===== src/hw/rtl/sbh_pkg.sv =====
`default_nettype none
package sbh_pkg;

    localparam int EXT_BITS = 16;
    localparam int N_AXES   = 3;

    typedef struct packed {
        logic use_start;
        logic use_end;
    } t_sel;

endpackage
`default_nettype wire


===== src/hw/rtl/sbh_point.sv =====
`default_nettype none
module sbh_point
    import sbh_pkg::*;
#(
    parameter int COORD_BITS = 24,
    parameter int RATIO_BITS = 16
) (
    input  wire logic                  i_clk,
    input  wire logic                  i_rst_n,
    input  wire logic                  i_en,
    input  wire logic                  i_valid,
    input  wire t_sel                  i_sel,
    input  wire logic [RATIO_BITS-1:0] i_q,
    input  wire logic [6*COORD_BITS+3*(COORD_BITS+1)+3*EXT_BITS-1:0] i_side,
    output logic                       o_valid,
    output logic                       o_hit
);

    localparam int C  = COORD_BITS;
    localparam int D  = C + 1;
    localparam int R  = RATIO_BITS;
    localparam int MW = D + R + 1;
    localparam int W  = C + 3;
    localparam int SO = 0;
    localparam int VO = 3 * C;
    localparam int CO = 3 * C + 3 * D;
    localparam int EO = 6 * C + 3 * D;

    // stage a: scaled offsets
    logic                 ra_valid;
    t_sel                 ra_sel;
    logic signed [D:0]    ra_off [N_AXES];
    logic [EO+3*EXT_BITS-1:0] ra_side;

    // stage b: point and box bounds
    logic                 rb_valid;
    logic signed [W-1:0]  rb_p  [N_AXES];
    logic signed [W-1:0]  rb_lo [N_AXES];
    logic signed [W-1:0]  rb_hi [N_AXES];

    // stage c: result
    logic                 rc_valid;
    logic                 rc_hit;

    logic signed [MW-1:0] n_prod [N_AXES];
    logic signed [W-1:0]  n_s    [N_AXES];
    logic signed [W-1:0]  n_v    [N_AXES];
    logic signed [W-1:0]  n_c    [N_AXES];
    logic signed [W-1:0]  n_up   [N_AXES];
    logic signed [W-1:0]  n_dn   [N_AXES];
    logic [N_AXES-1:0]    n_in;

    always_comb begin
        for (int i = 0; i < N_AXES; i++) begin
            n_prod[i] = MW'($signed(i_side[VO+i*D +: D])) * $signed({1'b0, i_q});
            n_s[i] = W'($signed(ra_side[SO+i*C +: C]));
            n_v[i] = W'($signed(ra_side[VO+i*D +: D]));
            n_c[i] = W'($signed(ra_side[CO+i*C +: C]));
        end
        n_up[0] = W'(ra_side[EO +: EXT_BITS]);
        n_dn[0] = W'(ra_side[EO +: EXT_BITS]);
        n_up[1] = n_up[0];
        n_dn[1] = n_dn[0];
        n_up[2] = W'(ra_side[EO+EXT_BITS +: EXT_BITS]);
        n_dn[2] = W'(ra_side[EO+2*EXT_BITS +: EXT_BITS]);
        for (int i = 0; i < N_AXES; i++) begin
            n_in[i] = (rb_p[i] <= rb_hi[i]) && (rb_p[i] >= rb_lo[i]);
        end
    end

    always_ff @(posedge i_clk) begin
        if (!i_rst_n) begin
            ra_valid <= 1'b0;
            rb_valid <= 1'b0;
            rc_valid <= 1'b0;
        end else if (i_en) begin
            ra_valid <= i_valid;
            rb_valid <= ra_valid;
            rc_valid <= rb_valid;
        end
    end

    always_ff @(posedge i_clk) begin
        if (i_en) begin
            ra_sel  <= i_sel;
            ra_side <= i_side;
            for (int i = 0; i < N_AXES; i++) begin
                ra_off[i] <= n_prod[i][R +: D+1];
                case ({ra_sel.use_start, ra_sel.use_end})
                    2'b10, 2'b11: begin
                        rb_p[i] <= n_s[i];
                    end
                    2'b01: begin
                        rb_p[i] <= n_s[i] + n_v[i];
                    end
                    default: begin
                        rb_p[i] <= n_s[i] + W'(ra_off[i]);
                    end
                endcase
                rb_lo[i] <= n_c[i] - n_dn[i];
                rb_hi[i] <= n_c[i] + n_up[i];
            end
            rc_hit <= &n_in;
        end
    end

    assign o_valid = rc_valid;
    assign o_hit   = rc_hit;

endmodule
`default_nettype wire


===== config.mk =====
export PLATFORM = sky130hd
export DESIGN_NAME = sbh_point
export DESIGN_NICKNAME = d
export VERILOG_FILES = /design/src/hw/rtl/sbh_pkg.sv /design/src/hw/rtl/sbh_point.sv
export SDC_FILE = /design/constraint.sdc
export NUM_CORES = 2
export LEC_CHECK = 0
export BUFFER_PORTS_ARGS = -buffer_cell sky130_fd_sc_hd__buf_2
export CORE_MARGIN = 2
export CORE_UTILIZATION = 60
export CTS_CLUSTER_SIZE = 8
export DETAILED_ROUTE_END_ITERATION = 16
export PLACE_DENSITY = 0.77
export SKIP_CTS_REPAIR_TIMING = 1
export SKIP_LAST_GASP = 1
export SYNTH_ARGS = -nofsm -noshare
export SYNTH_HDL_FRONTEND = slang
export SYNTH_SLANG_ARGS = --single-unit

===== constraint.sdc =====
create_clock -name i_clk -period 9.15 [get_ports i_clk]
set_input_delay 1.3725 -clock i_clk [delete_from_list [all_inputs] [get_ports i_clk]]
set_output_delay 1.3725 -clock i_clk [all_outputs]
set_load 0.01 [all_outputs]

==> impl_metrics.env <==
export IMPL_hold_viol_final=0
export IMPL_ioPinCount=291
export IMPL_crit_required_ps=9550
export IMPL_viasPerCell=5.729
export IMPL_drv_cap=0
export IMPL_gp_congestion=0.9523
export IMPL_port_buffers=290
export IMPL_worst_setup_path_end_kind="flip-flop"
export IMPL_rows=130
export IMPL_drt_wl_total_um=198900
export IMPL_critical_path_class="input pin to flip-flop"
export IMPL_cp_start_kind="input pin"
export IMPL_drive_above_1_share_pct=6.055
export IMPL_utilization_pct=64.94
export IMPL_fin_crit_ps=7885
export IMPL_hpwl_um=153400
export IMPL_clockBufferDepth=3
export IMPL_r2r_start="ra_side[195]"
export IMPL_setup_viol=0
export IMPL_synth_cell_types=75
export IMPL_fmax_mhz=126.8
export IMPL_arrival_ps=8290
export IMPL_design_die_area_sq_um=129600
export IMPL_ys_top_cells_by_area="fa_1, edfxtp_1, ha_1"
export IMPL_timing_final_crit_share_pct=86.17
export IMPL_grt_max_degree=175
export IMPL_min_to="rb_valid"
export IMPL_synth_fp_nets=9899
export IMPL_rrSetupSlack_ps=5090
export IMPL_status="complete, no violations"
export IMPL_first_iter_violations=5211
export IMPL_ys_seq_elements=580
export IMPL_holdPathStages=2
export IMPL_grt_pass1_wl_um=316300
export IMPL_synth_top_cell_area_share_pct=31.04
export IMPL_cts_sinks=580
export IMPL_async_reset_ff_share_pct=0
export IMPL_setup_tns_ps=0
export IMPL_syn_inst=7719
export IMPL_num_vias=54977
export IMPL_clock_latency_ps=670
export IMPL_slew_viol_final=0
export IMPL_yosys_most_used_dff="edfxtp_1"
export IMPL_synth_common_cells="inv_1, fa_1, nand2_1"
export IMPL_cts_root_buffer="clkbuf_16"
export IMPL_skew_ps=41.60
export IMPL_antenna_found_initial=35
export IMPL_min_from="ra_valid"
export IMPL_yosys_warnings=0
export IMPL_place_ws_ps=643.1
export IMPL_final_setup_worst_slack_ps=1265
export IMPL_synth_most_common_cell="inv_1"
export IMPL_synth_edf_count=577
export IMPL_cts_made_buffers=83
export IMPL_first_pass_iters=6
export IMPL_synth_area_sq_um=76040
export IMPL_grt_pass1_vias=57825
export IMPL_htreeDepth=3
export IMPL_yosysSeqAreaShare_pct=22.86
export IMPL_ant_nets=0
export IMPL_tightest_slew_ps=1056
export IMPL_die_w_um=360
export IMPL_rsz0062_at_grt="no"
export IMPL_die_y_um=360
export IMPL_grt_usage_pct=31.36
export IMPL_cts_reportedPaths_clkPinSlew_ps=50
export IMPL_synth_top_area_cell="fa_1"
export IMPL_core_sq_um=125700
export IMPL_wl_per_cell_um=20.73
export IMPL_syn_mean_instance_area_sq_um=9.851
export IMPL_slew_headroom_pct=29.62
export IMPL_drc=0
export IMPL_syn2layout_area_growth_pct=7.373
export IMPL_r2r_end="rb_lo[0][74]"
export IMPL_start_util_pct=60.48
export IMPL_final_nets=10085
export IMPL_dpl_cell_area_sq_um=79270
export IMPL_cts_tree="done"
export IMPL_grt_overflow=0
export IMPL_min_path_type="flip-flop to flip-flop"
export IMPL_path_max_fanout=33
export IMPL_reg2reg_depth=14
export IMPL_finalInstanceArea_sq_um=81650
logic make-up (layout without fill, tap and decap cells):
family / Yosys count / after routing / synth area share [%]
XOR/XNOR: 329 / 329 / 3.789
adder cells (fa/ha/maj): 1891 / 1891 / 42.75
other: 0 / 19 / 0
flip-flops: 580 / 580 / 22.86
multiplexers: 17 / 17 / 0.2271
AND/OR/NAND/NOR: 2022 / 2022 / 12.75
AO/OA/AOI/OAI: 956 / 956 / 8.120
buffers and inverters: 1924 / 2132 / 9.497
worst max-delay path by stage:
stage                       from            end  cells past startpoint
after CTS                 i_q[3]  ra_off[0][77]                     24
final                     i_q[3]  ra_off[0][77]                     24
after floorplan           i_q[2]  ra_off[0][77]                     24
after global routing      i_q[3]  ra_off[0][77]                     24
after detailed placement  i_q[3]  ra_off[0][77]                     24
after global placement    i_q[3]  ra_off[0][77]                     24
final cells by class:
| cell class | instances | area (sq um) |
|---|---|---|
| diodes | 19 | 47.55 |
| flip-flops and latches | 580 | 17390 |
| inverters | 1665 | 6250 |
| clock buffers | 96 | 2126 |
| fillers | 9843 | 44080 |
| clock inverters | 11 | 201.4 |
| well taps | 1650 | 2064 |
| repair buffers | 360 | 2125 |
| multi-input cells | 5215 | 51450 |
critical path, stage by stage:
cell	delay (ps)
buf_2	740
buf_4	350
nand2_1	100
fa_1	520
fa_1	470
fa_1	420
inv_1	80
fa_1	430
fa_1	550
inv_1	50
fa_1	480
inv_1	50
ha_1	170
a21o_1	190
a21o_1	200
a2111oi_4	330
o211ai_2	170
nand3_1	120
nand3_2	150
a22o_1	270
a221o_2	440
a2111oi_4	330
o31a_1	170
xnor2_1	60
layout by cell type, fill, tap and decap left out, drive strengths merged, types with 73 or more instances in the layout:
cell type  netlist  routed
o21ai          214     214
nor2b           73      73
ha             712     712
buf              8     360
and2           484     484
xor2           115     115
a21o           156     156
inv           1665    1666
fa            1179    1179
edfxtp         577     577
nand2          900     900
nor2           243     243
a21oi          258     258
clkbuf         251      96
xnor2          214     214
flip-flops by register name (all words and copies together), names as in the netlist:
signal    flops
ra_off       78
rb_hi        73
rb_p         81
o_hit         1
ra_side     267
rb_valid      1
rb_lo        75
ra_sel        2
ra_valid      1
o_valid       1
metrics by stage:
stage	hold WS (ps)	std cells
global placement	494.3	9470
global route	548.2	9589
finish	530.2	9596
detailed placement	518.5	9470
CTS	530.3	9577
floorplan	482.4	7719
metal layers:
| metal | vias up | global-route usage (%) | part of all wire [%] |
|---|---|---|---|
| met2 | 2600 | 48.81 | 45 |
| met4 | 18 | 10.08 | 3.2 |
| met1 | 27282 | 43.74 | 41 |
| met5 | - | 0 | 0.060 |
| li1 | 24650 | - | - |
| met3 | 427 | 7.283 | 10 |
Power is left out: the tool's default activity adds up to more than one toggle a clock period on the data nets, which glitch-free logic cannot reach.
